<file path="src/design/arra_pkg.sv">
// ----------------------------------------------------------------------------
// arra_pkg: shared types and constants for the audio ring rate adapter
// Holds the fixed field widths, the reset latency target, the reciprocal used
// for the divide-by-ten step and the control structs between the modules.
// ----------------------------------------------------------------------------
package arra_pkg;

  // Fixed field widths.
  localparam int SAMPLE_W  = 16;
  localparam int FRAME_W   = 32;
  localparam int BURST_W   = 7;
  localparam int LATENCY_W = 16;
  localparam int DATA_W    = 40;

  // Default latency target in frames.
  localparam logic [LATENCY_W-1:0] LATENCY_RESET = 16'd2000;

  // Divide by ten as a multiply by ceil(2^35 / 10), exact for any 32-bit value.
  localparam int              DIV_W       = 32;
  localparam logic [DIV_W-1:0] RECIP_10    = 32'hCCCCCCCD;
  localparam int              RECIP_SHIFT = 35;

  // Operation codes carried in tuser on the input side.
  localparam logic OP_WRITE = 1'b0;
  localparam logic OP_READ  = 1'b1;

  // Pointer advance strobes from the sequencer.
  typedef struct packed {
    logic wr_step;
    logic rd_step;
  } ptr_cmd_t;

  // Burst size result from the calculation pipeline.
  typedef struct packed {
    logic               valid;
    logic               empty;
    logic [BURST_W-1:0] count;
  } burst_res_t;

endpackage

</file>
<file path="src/design/arra_ring_ptrs.sv">
// ----------------------------------------------------------------------------
// arra_ring_ptrs: write and read positions of the ring
// Keeps period and slot counters for both sides together with the linear
// store addresses, and registers the count of frames available to read.
// ----------------------------------------------------------------------------
module arra_ring_ptrs
  import arra_pkg::*;
#(
  parameter int PERIOD_FRAMES = 16,
  parameter int RING_PERIODS  = 1024
) (
  input  logic                                             clk,
  input  logic                                             rst,
  input  ptr_cmd_t                                         cmd,
  output logic [$clog2(RING_PERIODS*PERIOD_FRAMES)-1:0]    waddr,
  output logic [$clog2(RING_PERIODS*PERIOD_FRAMES)-1:0]    raddr,
  output logic [$clog2(RING_PERIODS*PERIOD_FRAMES+1)-1:0]  avail
);

  localparam int DEPTH = RING_PERIODS * PERIOD_FRAMES;
  localparam int AW    = $clog2(DEPTH);
  localparam int CNT_W = $clog2(DEPTH + 1);
  localparam int SW    = $clog2(PERIOD_FRAMES);
  localparam int PW    = $clog2(RING_PERIODS);

  localparam logic [SW-1:0] SLOT_LAST   = SW'(PERIOD_FRAMES - 1);
  localparam logic [PW-1:0] PERIOD_LAST = PW'(RING_PERIODS - 1);
  localparam logic [AW-1:0] ADDR_LAST   = AW'(DEPTH - 1);
  localparam logic [AW:0]   DEPTH_EXT   = (AW+1)'(DEPTH);

  logic [SW-1:0] write_slot, read_slot;
  logic [PW-1:0] write_period, read_period;
  logic [AW:0]   addr_diff, addr_wrap;

  // Advance the write and read positions.
  always_ff @(posedge clk) begin
    if (rst) begin
      write_slot   <= '0;
      write_period <= '0;
      waddr        <= '0;
      read_slot    <= '0;
      read_period  <= '0;
      raddr        <= '0;
    end else begin
      if (cmd.wr_step) begin
        if (write_slot == SLOT_LAST) begin
          write_slot   <= '0;
          write_period <= (write_period == PERIOD_LAST) ? '0 : write_period + 1'b1;
        end else begin
          write_slot <= write_slot + 1'b1;
        end
        waddr <= (waddr == ADDR_LAST) ? '0 : waddr + 1'b1;
      end
      if (cmd.rd_step) begin
        if (read_slot == SLOT_LAST) begin
          read_slot   <= '0;
          read_period <= (read_period == PERIOD_LAST) ? '0 : read_period + 1'b1;
        end else begin
          read_slot <= read_slot + 1'b1;
        end
        raddr <= (raddr == ADDR_LAST) ? '0 : raddr + 1'b1;
      end
    end
  end

  // The distance between the addresses around the ring is the available
  // count, except that matching periods always mean an empty ring.
  assign addr_diff = {1'b0, waddr} - {1'b0, raddr};
  assign addr_wrap = addr_diff[AW] ? addr_diff + DEPTH_EXT : addr_diff;

  always_ff @(posedge clk) begin
    if (rst) begin
      avail <= '0;
    end else if (read_period == write_period) begin
      avail <= '0;
    end else begin
      avail <= CNT_W'(addr_wrap[AW-1:0]);
    end
  end

endmodule

</file>
<file path="config.mk">
export PLATFORM = sky130hd
export DESIGN_NAME = arra_ring_ptrs
export DESIGN_NICKNAME = d
export VERILOG_FILES = /design/src/design/arra_pkg.sv /design/src/design/arra_ring_ptrs.sv
export SDC_FILE = /design/constraint.sdc
export NUM_CORES = 1
export LEC_CHECK = 0
export BUFFER_PORTS_ARGS = -buffer_cell sky130_fd_sc_hd__buf_2
export CAP_MARGIN = 20
export CORE_ASPECT_RATIO = 1.1
export CORE_MARGIN = 4
export CORE_UTILIZATION = 53
export DETAILED_ROUTE_END_ITERATION = 12
export MAX_ROUTING_LAYER = met4
export PLACE_DENSITY = 0.84
export SLEW_MARGIN = 20
export SYNTH_ARGS = -nofsm -noshare
export SYNTH_HDL_FRONTEND = slang
export SYNTH_SLANG_ARGS = --single-unit
</file>
<file path="constraint.sdc">
create_clock -name clk -period 2.5 [get_ports clk]
set_input_delay 0.125 -clock clk [delete_from_list [all_inputs] [get_ports clk]]
set_output_delay 0.125 -clock clk [all_outputs]
set_load 0.01 [all_outputs]
</file>
======== Word level (Yosys, flattened, before mapping) ========
Index checks and enable logic that the tools add are counted.
storage, ports and cells
  memories ................................ 0
  bits in read-only memories .............. 0
  bits of input ports ..................... 4
  memory bits (writable) .................. 0
  bits in latches ......................... 0
  bits in registers ....................... 71
  word-level logic and storage cells ...... 33
cells by class
  magnitude comparators ................... 0
  reductions and logical operators ........ 3
  equal/unequal tests ..................... 7
  multiply operators ...................... 0
  bitwise gates (word level) .............. 0
  div/mod/pow operators ................... 0
  muxes and demuxes ....................... 7
  shifts and indexed selects .............. 0
  $add $sub $neg .......................... 8
operators by type and width
  operator                                                          number
  14-bit by 1-bit adder with 14-bit output (second input constant)  3
  14-bit 2-to-1 mux                                                 3
  14-bit == test (second input constant)                            2
  10-bit by 1-bit adder with 10-bit output (second input constant)  2
  10-bit == test (second input constant)                            2
  10-bit 2-to-1 mux                                                 2
  14-bit by 14-bit subtractor with 15-bit output                    1
  10-bit == test                                                    1
  4-bit by 1-bit adder with 4-bit output (second input constant)    2
  4-bit == test (second input constant)                             2
  4-bit 2-to-1 mux                                                  2
  2-bit AND reduction                                               2
  2-bit OR reduction                                                1

======== Depth between registers and ports, before layout ========
  depth in word-level cells ............... 3
  mapped depth ............................ 9
  depth with buffers taken out ............ 9

======== Worst setup path after synthesis ========
No wires, ideal clock.
  path kind ............................... register to register
  from .................................... register raddr[0]
  to ...................................... register avail[12]
  stages on the path, launching flop included .. 9
  arrival time ............................ 1.983 ns
  path slack .............................. 0.396 ns
  path buffers ............................ 0
  setup time .............................. 0.121 ns
  cell sequence ........................... dfxtp_1 ha_1 inv_1 fa_1 a211o_1 a21oi_1 a211oi_1 a211oi_1 nor3_1
between the ends
  word-level cells in the longest chain between the ends .. 3
ends and longest elaborated chain
  item                                                RTL line              source
  start: declaration                                  arra_ring_ptrs.sv:16  output logic [$clog2(RING_PERIODS*PERIOD_FRAMES)-1:0] raddr,
  start signal: assignment                            arra_ring_ptrs.sv:61  raddr <= (raddr == ADDR_LAST) ? '0 : raddr + 1'b1;
  14-bit by 14-bit subtractor with 15-bit output (*)  arra_ring_ptrs.sv:68  assign addr_diff = {1'b0, waddr} - {1'b0, raddr};
  14-bit by 1-bit adder with 14-bit output            arra_ring_ptrs.sv:69  assign addr_wrap = addr_diff[AW] ? addr_diff + DEPTH_EXT : addr_diff;
  14-bit 2-to-1 mux (*)                               arra_ring_ptrs.sv:69
  end signal: assignment                              arra_ring_ptrs.sv:77  avail <= CNT_W'(addr_wrap[AW-1:0]);
  end: declaration                                    arra_ring_ptrs.sv:17  output logic [$clog2(RING_PERIODS*PERIOD_FRAMES+1)-1:0] avail
Every way passes the cells marked *; elsewhere a longest branch is shown, timed or not.
A chain may end at the register's enable or synchronous reset.

======== Worst setup path after layout ========
Ends and elaborated chain as after synthesis.

==> key figures <==
Global routing
  • Pin count of the biggest net entering global routing: 34
  • Antenna violations before repair: 0
  • Global Route Usage Sum: 21.5%
  • Remaining global-route overflow: 0
  • First-pass GRT wire length: 14,100 um
  • Number of global-route vias before repair: 3,037

Synth
  • Synthesized area: 3710 sq um
  • Mean cell area of the mapped netlist: 8.60 sq um
  • YS warnings: 0
  • Synthesized instance count: 431
  • Flops & latches, synth: 70
  • Asr flop ratio synth: 0%
  • Post-synth EDFFs: 0
  • Post-synthesis sequential area ratio: 37.8%
  • Net Count, Synth: 455
  • Number of library cell types mapped by synthesis: 58
  • Post-synth top flop: dfxtp_1

Clock tree
  • Reg clk slew, reported paths: 0.08 ns
  • Post-CTS Setup Inserts: 0
  • CTS buffer count: 9
  • TritonCTS clock tree: yes
  • Clock Tree Root: clkbuf_8
  • H-tree depth: 3
  • CTS Sinks: 70
  • Worst-Skew Late Latency: 0.34 ns
  • Maximum buffer depth of the clock tree: 2

Pwr
  • Peak supply drop: 389 uV
  • Power Total: 2300 uW
  • PwrDens: 548 nW/um^2
  • Leak Pwr: 0.00177 uW

Worst setup path
  • Worst Reg-to-Reg Cells: 8
  • CP Cell Sequence: ha_1 -> inv_1 -> fa_1 -> a211o_1 -> a21oi_2 -> a211oi_1 -> a211oi_1 -> nor3_1
  • CP peak stage delay: 0.43 ns
  • Reg-to-Reg Start: raddr[0]
  • CP Launch Type: register
  • Crit path max fanout: 6
  • Crit-path leading delay family: compound AO/OA/AOI/OAI gates
  • Crit Reg-Reg Endpoint: avail[12]
  • Slowest-stage cell, CP: fa_1
  • CP endpoint kind: register
  • Register-to-register setup slack: 0.23 ns
  • Most used cell, CP: a211oi_1
  • CP arrival: 2.50 ns
  • Crit path required time: 2.73 ns
  • Critical path type: reg2reg
  • Worst path bufs/invs: 1

Placed design
  • Placed instance count: 545
  • Port bufs: 45
  • Cell Area, Placed: 3970 sq um
  • Placer Congestion: 0.897
  • Final HPWL DP: 6170 um

STA
  • Hold Vio Cnt, Final: 0
  • Tmin final: 2.27 ns
  • Setup TNS: 0 ns
  • Fmax: 441 MHz
  • Max-slew violation count: 0
  • Setup Skew: 0.00872 ns
  • RSZ-0062 raised after global routing: no
  • Setup Viol. Count Final: 0
  • Slew margin rel.: 59.9%
  • Final period util: 90.7%
  • Measured slew at the worst slew-check pin: 0.587 ns

Cells and area
  • Most frequent cells in the layout: dfxtp_1, nor2_1, buf_2
  • Final Util: 62.5%
  • Area growth, synth to finish: 13.2%
  • Antenna diodes: 0
  • Share of cells above drive strength 1: 15.2%
  • Post-layout nets: 498
  • Non-Filler Instances: 561
  • Fill cells: 556
  • Most common cell after layout, fill and taps aside: dfxtp_1
  • Final instance area: 4200 sq um
  • Register area: 1400 sq um
  • Area of the multi-input gates: 2180 sq um

Hold path
  • Hold Crit Depth: 3
  • Worst hold endpoint: raddr[1]
  • Hold/Removal Path Class: in2reg
  • Hold_sp: cmd[0]

Floorplan
  • I/O pin count: 47
  • Rows: 31
  • Die X: 87.7 um
  • Initial core utilization: 55.2%
  • DIE AREA: 8400 sq um
  • Core area: 6710 sq um
  • Height of the die: 95.7 um

Routing
  • Wire per inst: 14.7 um
  • Post-Route WL: 8270 um
  • DR DRC count: 0
  • DR vias: 3,245
  • 1st-iter DRT viols: 261
  • Vias per inst: 5.78
  • Pre-antenna DRT Iters: 4
  • DRT antenna net count: 0

Status
  • Status: complete, no violations

Job
  • Max Cap Viol: 0
power by group:
part	internal, uW	total [uW]	switching [uW]
sequential	1130	1140	13.5
clock	591	1020	432
combinational	60.4	139	78.5
total	1780	2300	524
state kept, by name, summed over array words and instances, names as in the netlist:
signal,cells
raddr,14
read_slot,4
read_period,10
write_slot,4
waddr,14
write_period,10
avail,14
worst min-delay path, delay by kind of cell:
kind	cells	cell delay [ns]
buf+inv	1	0.18
compound gates	1	0.06
simple gates	1	0.09
timing repair:
item | in CTS | in global routing
hold buffers | 0 | 0
setup endpoints to repair | 0 | 1
gates resized for setup | 0 | 1
synthesized netlist by cell type (all sizes together) (5+ instances only):
master | number | area, sq um
a211oi | 6 | 45.0
inv | 18 | 67.6
nor2 | 64 | 240
a21oi | 21 | 116
and2 | 6 | 37.5
nand3 | 20 | 100
nand4 | 18 | 113
dfxtp | 70 | 1400
nor3 | 13 | 65.1
xor2 | 29 | 254
nand2 | 27 | 101
buf | 9 | 50.1
o21ai | 6 | 30.0
xnor2 | 26 | 228
and3 | 5 | 32.5
ha | 19 | 238
and4 | 8 | 70.1
nand2b | 5 | 31.3
layer usage:
metal / up-vias / GRT usage, % / share of wire (%)
li1: 1600 / - / -
met1: 1525 / 28.3 / 47
met2: 105 / 33.0 / 45
met3: 15 / 4.97 / 6.7
met4: 0 / 6.52 / 1.4
met5: - / - / 0
worst max-delay path by stage:
stage / from / slack (ns) / to / cells after the start
global placement: raddr[0] / 0.28 / avail[12] / 8
CTS: raddr[0] / 0.17 / avail[12] / 8
detailed placement: raddr[0] / 0.17 / avail[12] / 8
global route: raddr[0] / 0.1 / avail[12] / 8
finish: raddr[0] / 0.23 / avail[12] / 8
floorplan: raddr[0] / 0.40 / avail[12] / 8
through the flow:
| step | hold WS (ns) | setup slack (ns) |
|---|---|---|
| 6_report | 0.161 | 0.231 |
| 2_1_floorplan | 0.296 | 0.396 |
| 3_5_place_dp | 0.492 | 0.169 |
| 4_1_cts | 0.145 | 0.167 |
| 3_3_place_gp | 0.489 | 0.285 |
| 5_1_grt | 0.171 | 0.0961 |
cells by family after synthesis:
group | Yosys count | share of synthesized area [%]
buf+inv | 31 | 3.61
xor+xnor | 55 | 13.0
mux | 3 | 0.810
compound gates | 67 | 13.1
fa+ha+maj | 20 | 6.95
flops | 70 | 37.8
other cells | 1 | 0.101
simple gates | 184 | 24.7
layout make-up:
type / count / share of cell area (%)
multi-input cells: 330 / 51.9
flip-flops and latches: 70 / 33.4
repair buffers: 45 / 5.37
clock buffers: 11 / 3.37
well taps: 82 / 2.45
clock inverters: 5 / 1.94
inverters: 18 / 1.61
Power figures use the tool's default switching activity.
