===== config.mk =====
export PLATFORM = sky130hd
export DESIGN_NAME = arra_burst_calc
export DESIGN_NICKNAME = d
export VERILOG_FILES = /design/src/design/arra_pkg.sv /design/src/design/arra_burst_calc.sv
export SDC_FILE = /design/constraint.sdc
export NUM_CORES = 1
export LEC_CHECK = 0
export ABC_AREA = 1
export ABC_CLOCK_PERIOD_IN_PS = 6100
export BUFFER_PORTS_ARGS = -buffer_cell sky130_fd_sc_hd__buf_2
export CAP_MARGIN = 0
export CORE_ASPECT_RATIO = 0.8
export CORE_MARGIN = 3
export CORE_UTILIZATION = 60
export CTS_CLUSTER_DIAMETER = 30
export CTS_CLUSTER_SIZE = 40
export DETAILED_ROUTE_END_ITERATION = 10
export GPL_TIMING_DRIVEN = 1
export PLACE_DENSITY = 0.78
export SETUP_SLACK_MARGIN = 0.1
export SLEW_MARGIN = 20
export SYNTH_ARGS = -nofsm -noshare
export SYNTH_HDL_FRONTEND = slang
export SYNTH_SLANG_ARGS = --single-unit
export TNS_END_PERCENT = 5

===== constraint.sdc =====
create_clock -name clk -period 6.1 [get_ports clk]
set_input_delay 1.22 -clock clk [delete_from_list [all_inputs] [get_ports clk]]
set_output_delay 1.22 -clock clk [all_outputs]
set_load 0.05 [all_outputs]

===== src/design/arra_pkg.sv =====
// ----------------------------------------------------------------------------
// arra_pkg: shared types and constants for the audio ring rate adapter
// Holds the fixed field widths, the reset latency target, the reciprocal used
// for the divide-by-ten step and the control structs between the modules.
// ----------------------------------------------------------------------------
package arra_pkg;

  // Fixed field widths.
  localparam int SAMPLE_W  = 16;
  localparam int FRAME_W   = 32;
  localparam int BURST_W   = 7;
  localparam int LATENCY_W = 16;
  localparam int DATA_W    = 40;

  // Default latency target in frames.
  localparam logic [LATENCY_W-1:0] LATENCY_RESET = 16'd2000;

  // Divide by ten as a multiply by ceil(2^35 / 10), exact for any 32-bit value.
  localparam int              DIV_W       = 32;
  localparam logic [DIV_W-1:0] RECIP_10    = 32'hCCCCCCCD;
  localparam int              RECIP_SHIFT = 35;

  // Operation codes carried in tuser on the input side.
  localparam logic OP_WRITE = 1'b0;
  localparam logic OP_READ  = 1'b1;

  // Pointer advance strobes from the sequencer.
  typedef struct packed {
    logic wr_step;
    logic rd_step;
  } ptr_cmd_t;

  // Burst size result from the calculation pipeline.
  typedef struct packed {
    logic               valid;
    logic               empty;
    logic [BURST_W-1:0] count;
  } burst_res_t;

endpackage


===== src/design/arra_burst_calc.sv =====
// ----------------------------------------------------------------------------
// arra_burst_calc: burst size pipeline
// Three stages: latency error and its magnitude, multiply by the reciprocal of
// ten, then sign, add to the expected count and cap at available and maximum.
// ----------------------------------------------------------------------------
module arra_burst_calc
  import arra_pkg::*;
#(
  parameter int CNT_W     = 15,
  parameter int MAX_BURST = 64
) (
  input  logic                 clk,
  input  logic                 rst,
  input  logic                 start,
  input  logic [BURST_W-1:0]   expected,
  input  logic [LATENCY_W-1:0] target,
  input  logic [CNT_W-1:0]     avail,
  output burst_res_t           res
);

  localparam int BASE_W = (CNT_W > LATENCY_W) ? CNT_W : LATENCY_W;
  localparam int DW     = BASE_W + 2;
  localparam int BW     = DW + 1;

  localparam logic signed [BW-1:0] MAX_S = BW'(MAX_BURST);

  logic signed [DW-1:0] diff, diff_abs;
  logic                 v1, v2;
  logic                 neg1, neg2;
  logic [DIV_W-1:0]     mag1;
  logic [2*DIV_W-1:0]   prod2;
  logic [BURST_W-1:0]   exp1, exp2;
  logic [CNT_W-1:0]     avail1, avail2;
  logic signed [BW-1:0] quot_s, sum_s, cap_a, cap_m;

  // Stage one: signed latency error and its magnitude.
  assign diff = $signed({{(DW-CNT_W){1'b0}}, avail})
              - $signed({{(DW-BURST_W){1'b0}}, expected})
              - $signed({{(DW-LATENCY_W){1'b0}}, target});
  assign diff_abs = diff[DW-1] ? -diff : diff;

  always_ff @(posedge clk) begin
    neg1   <= diff[DW-1];
    mag1   <= {{(DIV_W-DW){1'b0}}, diff_abs};
    exp1   <= expected;
    avail1 <= avail;
  end

  // Stage two: quotient by ten through the reciprocal.
  always_ff @(posedge clk) begin
    prod2  <= mag1 * RECIP_10;
    neg2   <= neg1;
    exp2   <= exp1;
    avail2 <= avail1;
  end

  // Stage three: restore the sign (truncation toward zero) and cap.
  assign quot_s = $signed({1'b0, prod2[RECIP_SHIFT +: DW]});
  assign sum_s  = $signed({{(BW-BURST_W){1'b0}}, exp2}) + (neg2 ? -quot_s : quot_s);
  assign cap_a  = (sum_s > $signed({{(BW-CNT_W){1'b0}}, avail2}))
                ? $signed({{(BW-CNT_W){1'b0}}, avail2}) : sum_s;
  assign cap_m  = (cap_a > MAX_S) ? MAX_S : cap_a;

  always_ff @(posedge clk) begin
    if (rst) begin
      v1        <= 1'b0;
      v2        <= 1'b0;
      res.valid <= 1'b0;
    end else begin
      v1        <= start;
      v2        <= v1;
      res.valid <= v2;
    end
    res.empty <= cap_m[BW-1] || (cap_m == '0);
    res.count <= (cap_m[BW-1] || (cap_m == '0)) ? '0 : cap_m[BURST_W-1:0];
  end

endmodule


# --- Word level (Yosys, flattened, before mapping) ---
# Index checks and enable logic that the tools add are counted.
totals:
  romBits: 0
  latch_bits: 0
  memories: 0
  output_inout_bits: 9
  register_bits: 125
  ram_bits: 0
  inputBits: 41
  elab_cells: 28
op_classes:
  bitwise_logic: 0
  eq_ne: 0
  n_shift: 0
  magnitude_cmp: 2
  div: 0
  muxes: 4
  n_mul: 1
  reduce_logical: 2
  addsub: 5
ops:
  columns: ["op", "count"]
  rows:
  - ["$mux 19", 3]
  - ["$mul 18x32->50 const B", 1]
  - ["$add 8x19->19", 1]
  - ["$gt 19x16->1", 1]
  - ["$gt 19x8->1 const B", 1]
  - ["$logic_not 19->1", 1]
  - ["$neg 15->19", 1]
  - ["$neg 18->18", 1]
  - ["$sub 16x17->18", 1]
  - ["$mux 17", 1]
  - ["$sub 15x7->16", 1]
  - ["$logic_or 1x1->1", 1]

# --- Logic depth before layout (Yosys ltp) ---
# Gate-level depths: netlist of run 1.
depth:
  depth_word: 9
  ltp_mapped: 37

# --- Worst setup path after synthesis of run 1 ---
# Ideal clock, no wire load.
synth_timing:
  path_type: "reg-to-reg"
  from: "register mag1[16]"
  to: "register prod2[46]"
  path_slack_ns: 0.594
  synth_period_minus_slack_ns: 5.506
  path_stages_with_launch: 25
  arrival_ns: 5.379
  required_ns: 5.973
  path_buffers: 0
  cell_sequence: "dfxtp_1 > inv_1 > ha_1 > inv_1 > fa_1 > inv_1 > fa_1 > inv_1 > fa_1 > inv_1 > fa_1 > inv_1 > fa_1 > ha_1 > a21oi_1 > inv_1 > a31oi_1 > o21ai_0 > a31oi_1 > nand2_1 > nand3_1 > o211ai_1 > a21boi_0 > o21ai_0 > xor2_1"
synth_via:
  elab_chain_cells: 1
synth_lines:
  columns: ["element", "line", "source"]
  rows:
  - ["from (decl)", "arra_burst_calc.sv:30", "logic [DIV_W-1:0] mag1;"]
  - ["from (signal assigned)", "arra_burst_calc.sv:44", "mag1 <= {{(DIV_W-DW){1'b0}}, diff_abs};"]
  - ["$mul 18x32->50", "arra_burst_calc.sv:51", "prod2 <= mag1 * RECIP_10;"]
  - ["to (signal assigned)", "arra_burst_calc.sv:51", null]
  - ["to (decl)", "arra_burst_calc.sv:31", "logic [2*DIV_W-1:0] prod2;"]
# Every way passes these cells.
# A chain may end at the register's enable or synchronous reset.

# --- Worst setup path after layout of run 1 ---
layout_timing:
  from: "register mag1[10]"
  to: "register prod2[46]"
# The elaborated chain is that of the path after synthesis.

==> results of run 1 <==
==> per-stage QoR <==
step                cell area [µm²]  hold WS [ns]   util  cells  setup WS, ns
floorplan                     10600         0.310      -   1285         0.594
global placement              11100         0.310  0.654   1551         0.290
detailed placement            11100         0.312  0.654   1551         0.142
CTS                           11400         0.327  0.673   1567         0.130
global route                  11400         0.332  0.676   1569        0.0946
finish                        11400         0.328  0.676   1569         0.437
==> worst min-delay path by stage <==
stage	end	slack, ns	cells after the start
after floorplan	avail2[0]	0.31	0
after global placement	avail2[2]	0.31	0
after detailed placement	avail2[2]	0.31	0
after CTS	exp2[3]	0.33	0
after global routing	avail2[12]	0.33	0
final	exp2[3]	0.33	0
==> synth_stat cells, types with 10 or more instances <==
cell type | count | area share
nand3_1 | 61 | 0.029
xnor2_1 | 17 | 0.014
fa_1 | 104 | 0.20
xor2_1 | 52 | 0.043
nand2_2 | 16 | 0.0095
nor3_1 | 10 | 0.0047
nand2_1 | 178 | 0.063
o21ai_0 | 40 | 0.019
a21oi_1 | 83 | 0.039
dfxtp_1 | 90 | 0.17
ha_1 | 185 | 0.22
inv_1 | 269 | 0.096
nor2_1 | 86 | 0.031
==> layer usage <==
layer	global-route usage	share of wire	vias up
li1	-	-	4216
met1	0.389	0.50	3960
met2	0.362	0.42	252
met3	0.0531	0.069	17
met4	0.0327	0.0075	0
met5	0	0	-
==> sequential cells by signal, summed over array words and instances (netlist names) <==
register,count
avail1,15
avail2,15
exp1,7
exp2,7
mag1,18
neg1,1
neg2,1
prod2,15
res,9
v1,1
v2,1
==> critical path: cells and delay by family (launching register included) <==
kind                       cells  cell delay [ns]
adders and majority gates      7             3.32
AOI/OAI and AO/OA              8             1.18
DFF                            1             0.38
buffers and inverters          4             0.32
and+or+nand+nor                2             0.19
xor gates and xnor gates       1             0.15
==> cell usage in the layout (no fill, tap or decap), types with 16 or more instances in the layout <==
cell	netlist	routed
inv_1	269	269
ha_1	185	182
nand2_1	178	178
fa_1	104	102
dfxtp_1	90	89
nor2_1	86	85
a21oi_1	83	83
nand3_1	61	61
xor2_1	52	52
buf_2	0	49
o21ai_0	40	37
xnor2_1	17	17
nand2_2	16	16
==> kinds of logic after synthesis <==
group,Yosys count
compound gates,166
xor+xnor,69
fa+ha+maj,289
buf+inv,282
flops,90
simple gates,389
==> area by class of cell <==
class	count	area, µm²
sequential	90	1800
clock inverter	6	78.8
inverter	278	1040
timing repair buffer	52	268
tap	220	275
clock buffer	10	239
multi-input combinational	913	7730
fill	1406	5480
==> timing repair <==
action | CTS | global route
setup endpoints to repair | 0 | 9
setup buffers | 0 | 2
resized for setup | 0 | 13
hold buffers | 0 | 0
hold endpoints to repair | 0 | 0
==> run_results.csv, run 1 <==
group,metric,value,unit
floorplan,core,16900,µm²
clock_network,max-clock-path-buffers,2,
placed_design,gp_congestion,0.918,
clock_network,numCtsBuffers,9,
critical_path,r2r_slack,0.44,ns
clock_network,clk-insertion-delay-late,0.35,ns
logic_synthesis,yosys_warnings,0,
critical_path,cpMaxStageDelayCell,"fa_1",
sta,tightest_slew,0.768,ns
logic_synthesis,yosys.area_share.xor_xnor,0.0572,
placed_design,hpwlAfterDp,20400,µm
floorplan,initial_core_util,0.625,
critical_path,crit_fanout,4,
sta,post-route-period-util,0.928,
clock_network,cts_tree,"built",
logic_synthesis,yosys.area_share.simple,0.166,
sta,slew_violations,0,
logic_synthesis,syn-mean-instance-area,8.23,µm²
global_route,antenna_found_initial,0,
detailed_routing,drc,0,
cells_and_area,area_growth,8.21,%
critical_path,critPathArrivalTime,5.89,ns
sta,rsz0062_at_grt,"false",
critical_path,start_kind,"flip-flop",
cells_and_area,nNetsFinal,1674,
detailed_routing,antenna_left,0,
global_route,grt_pass1_wl,39200,µm
logic_synthesis,synth_fa_ha_area_frac,0.416,
detailed_routing,wirelength,23800,µm
detailed_routing,dr.pass1.iters,5,
logic_synthesis,synth_seq_cells,90,
critical_path,reg2reg_to,"prod2[46]",
floorplan,fp.dieW,154,µm
logic_synthesis,synth_compound_area_frac,0.0880,
clock_network,clock_sinks,90,
clock_network,clkSlewWorstSetupHoldPaths,0.07,ns
logic_synthesis,yosysUniqueCellTypes,40,
detailed_routing,vias,8445,
logic_synthesis,synthMuxAreaShare,0,
sta,finalHoldViolCount,0,
detailed_routing,routed_via_density,5.38,
floorplan,floorplan.rows,42,
critical_path,critPathCaptureType,"flip-flop",
logic_synthesis,syn_area,10600,µm²
logic_synthesis,async_reset_ff_frac,0,
critical_path,r2r_cells,22,
critical_path,cp_cell_sequence,"inv_1 -> ha_1 -> fa_1 -> inv_1 -> fa_1 -> inv_1 -> fa_1 -> inv_1 -> fa_1 -> fa_1 -> ha_1 -> a21oi_1 -> o21ai_0 -> a21oi_1 -> a21oi_1 -> o21ai_1 -> nand2_1 -> nand3_1 -> o211ai_1 -> a21boi_2 -> o21ai_1 -> xor2_1",
logic_synthesis,ys_seq_area_frac,0.170,
floorplan,die_h,125,µm
cells_and_area,drive_above_1_share,0.0904,
sta,min_period,5.66,ns
global_route,grt_max_degree,22,
job,maxCapViolations,0,
logic_synthesis,ys.flop_type,"dfxtp_1",
critical_path,worstSetupEndpoint,"prod2[46]",
critical_path,required,6.33,ns
clock_network,h-tree-depth,3,
critical_path,crit_top_cell,"fa_1",
global_route,grt_pass1_vias,8119,
detailed_routing,drt-initial-drc-count,734,
sta,timing.slew.headroom,0.488,
critical_path,worstReg2RegStart,"mag1[10]",
cells_and_area,antenna_cells,0,
run_status,status,"finished, final reports clean",
sta,clock_skew,0.0130,ns
min_path,hp-class,"flip-flop to flip-flop",
clock_network,cts-root-buf,"clkbuf_16",
detailed_routing,post_drt_wl_per_cell,15.2,µm
global_route,track_usage,0.249,
critical_path,critical_path_class,"flip-flop to flip-flop",
logic_synthesis,syn-num-nets,1615,
floorplan,pin_count,50,
logic_synthesis,synth_edf_count,0,
sta,finalSetupViolCount,0,
floorplan,die_area,19300,µm²
placed_design,numPortBuffers,49,
sta,setup-tns-final,0,ns
logic_synthesis,synth_top_family_by_area,"adder cells",
critical_path,cpPeakStageDelay,0.60,ns
global_route,overflow,0,
min_path,min_from,"exp1[3]",
critical_path,crit_path_start,"mag1[10]",
logic_synthesis,synthCells,1285,
sta,fmax,177,MHz
Power of run 1 is left out: the tool's default activity adds up to more than one toggle a clock period on the data nets, which glitch-free logic cannot reach.
==> run 2, diff against run 1 <==
--- a/config.mk
+++ b/config.mk
@@ -9,7 +9,6 @@
 export ABC_CLOCK_PERIOD_IN_PS = 6100
 export BUFFER_PORTS_ARGS = -buffer_cell sky130_fd_sc_hd__buf_2
 export CAP_MARGIN = 0
-export CORE_ASPECT_RATIO = 0.8
 export CORE_MARGIN = 3
 export CORE_UTILIZATION = 60
 export CTS_CLUSTER_DIAMETER = 30
==> run_results.csv, run 2 (same netlist as run 1, synthesis figures left out) <==
group,metric,value,unit
run_status,status,"finished, final reports clean",
floorplan,initial_core_util,0.624,
global_route,use_met1,0.335,
clock_network,post-cts-setup-buffers,0,
clock_network,h-tree-depth,3,
cells_and_area,nNetsFinal,1672,
min_path,hp-class,"flip-flop to flip-flop",
critical_path,required,6.33,ns
global_route,grt_pass1_vias,8329,
placed_design,place_ws,0.134,ns
cells_and_area,final_common_cell,"inv_1",
critical_path,critPathArrivalTime,5.95,ns
critical_path,r2r_cells,23,
min_path,min_from,"exp1[5]",
critical_path,crit_fanout,4,
global_route,met2_usage,0.405,
detailed_routing,vias,8419,
sta,setup-tns-final,0,ns
sta,final_critical_path_setup_slack,0.374,ns
critical_path,reg2reg_to,"prod2[49]",
sta,finalHoldViolCount,0,
clock_network,max-clock-path-buffers,2,
sta,whs,0.324,ns
floorplan,floorplan.rows,47,
critical_path,crit_path_start,"mag1[16]",
critical_path,critical_path_class,"flip-flop to flip-flop",
global_route,antenna_found_initial,0,
placed_design,gp_congestion,0.932,
global_route,overflow,0,
clock_network,cts_tree,"built",
sta,fmax,175,MHz
sta,slew_violations,0,
cells_and_area,top_register,"mag1",
sta,min_period,5.73,ns
floorplan,fp.dieW,139,µm
global_route,track_usage,0.243,
critical_path,start_kind,"flip-flop",
sta,timing.slew.headroom,0.435,
sta,clock_skew,0.00848,ns
critical_path,worstReg2RegStart,"mag1[16]",
detailed_routing,dr.pass1.iters,7,
detailed_routing,post_drt_wl_per_cell,14.7,µm
cells_and_area,antenna_cells,0,
min_path,min_to,"exp2[5]",
placed_design,numPortBuffers,49,
floorplan,core,16900,µm²
cells_and_area,drive_above_1_share,0.0898,
critical_path,critPathCaptureType,"flip-flop",
global_route,grt_most_used_layer,"met2",
clock_network,numCtsBuffers,9,
global_route,grt_pass1_wl,38700,µm
clock_network,holdBufCountCts,0,
clock_network,cts-root-buf,"clkbuf_16",
detailed_routing,drc,0,
clock_network,cts_resized,0,
placed_design,hpwlAfterDp,19900,µm
detailed_routing,wirelength,23100,µm
global_route,grt_max_degree,22,
floorplan,die_h,139,µm
min_path,holdPathStages,0,
cells_and_area,layout_common_cells,"269 x inv_1, 183 x ha_1, 178 x nand2_1, 102 x fa_1, 89 x dfxtp_1",
floorplan,die_area,19300,µm²
cells_and_area,largest_reg_flops,18,
clock_network,clk-insertion-delay-late,0.35,ns
critical_path,r2r_slack,0.37,ns
cells_and_area,area_growth,7.94,%
detailed_routing,antenna_left,0,
global_route,grtUsageMet3,0.0428,
clock_network,clkSlewWorstSetupHoldPaths,0.07,ns
floorplan,pin_count,50,
detailed_routing,drt-initial-drc-count,496,
detailed_routing,routed_via_density,5.37,
sta,finalSetupViolCount,0,
job,maxCapViolations,0,
sta,tightest_slew,0.847,ns
clock_network,clock_sinks,90,
sta,post-route-period-util,0.939,
sta,rsz0062_at_grt,"false",
-- run 2: cell types whose count changed in the layout (fill, tap and decap cells not counted) --
cell       previous run  this run
clkinv_8              0         2
a21oi_2               0         1
o21ai_0              37        38
a31oi_2               0         1
buf_4                 3         1
clkbuf_8              1         0
bufinv_16             1         0
inv_6                 3         1
a31oi_1               6         5
a21oi_1              83        82
o21ai_1               7         6
ha_4                  2         1
clkinv_4              0         2
ha_1                182       183
-- run 2: worst max-delay path by stage --
| stage | to | slack (ns) | cells past startpoint |
|---|---|---|---|
| after detailed placement | prod2[46] | 0.13 | 24 |
| after floorplan | prod2[46] | 0.59 | 24 |
| after global placement | prod2[46] | 0.25 | 24 |
| after global routing | prod2[46] | 0.08 | 24 |
| after CTS | prod2[46] | 0.13 | 24 |
| final | prod2[49] | 0.37 | 23 |
-- run 2: area by class of cell --
class                      count  area [µm²]
sequential                    90        1800
tap                          220         275
clock inverter                 7        81.3
multi-input combinational    913        7730
timing repair buffer          50         253
clock buffer                   9         225
inverter                     278        1040
fill                        1406        5520
-- run 2: metal layers --
layer	routed length (µm)	vias up
met5	0	-
li1	-	4212
met3	1320	37
met2	10700	246
met4	390	0
met1	10700	3924
-- run 2: through the flow --
step	util	instance area [µm²]	std cells
2_1_floorplan	-	10600	1285
3_3_place_gp	0.653	11100	1551
3_5_place_dp	0.653	11100	1551
4_1_cts	0.671	11400	1567
5_1_grt	0.674	11400	1567
6_report	0.674	11400	1567
-- run 2: critical path: stages (launching register included) --
cell      delay [ns]
dfxtp_2         0.36
inv_1           0.05
ha_1            0.27
inv_1           0.07
fa_2            0.61
inv_1           0.07
fa_1            0.56
inv_1           0.08
fa_1            0.59
inv_1           0.08
fa_1            0.53
inv_1           0.05
fa_1            0.54
ha_1            0.37
nand2_1         0.12
nor2_1          0.06
o21ai_0         0.15
o211ai_1        0.11
a21oi_1         0.21
o21a_1          0.18
nor2_1          0.08
o21ai_0         0.21
nand3_1         0.12
xor2_1          0.16
Power of run 2 is left out for the same reason.
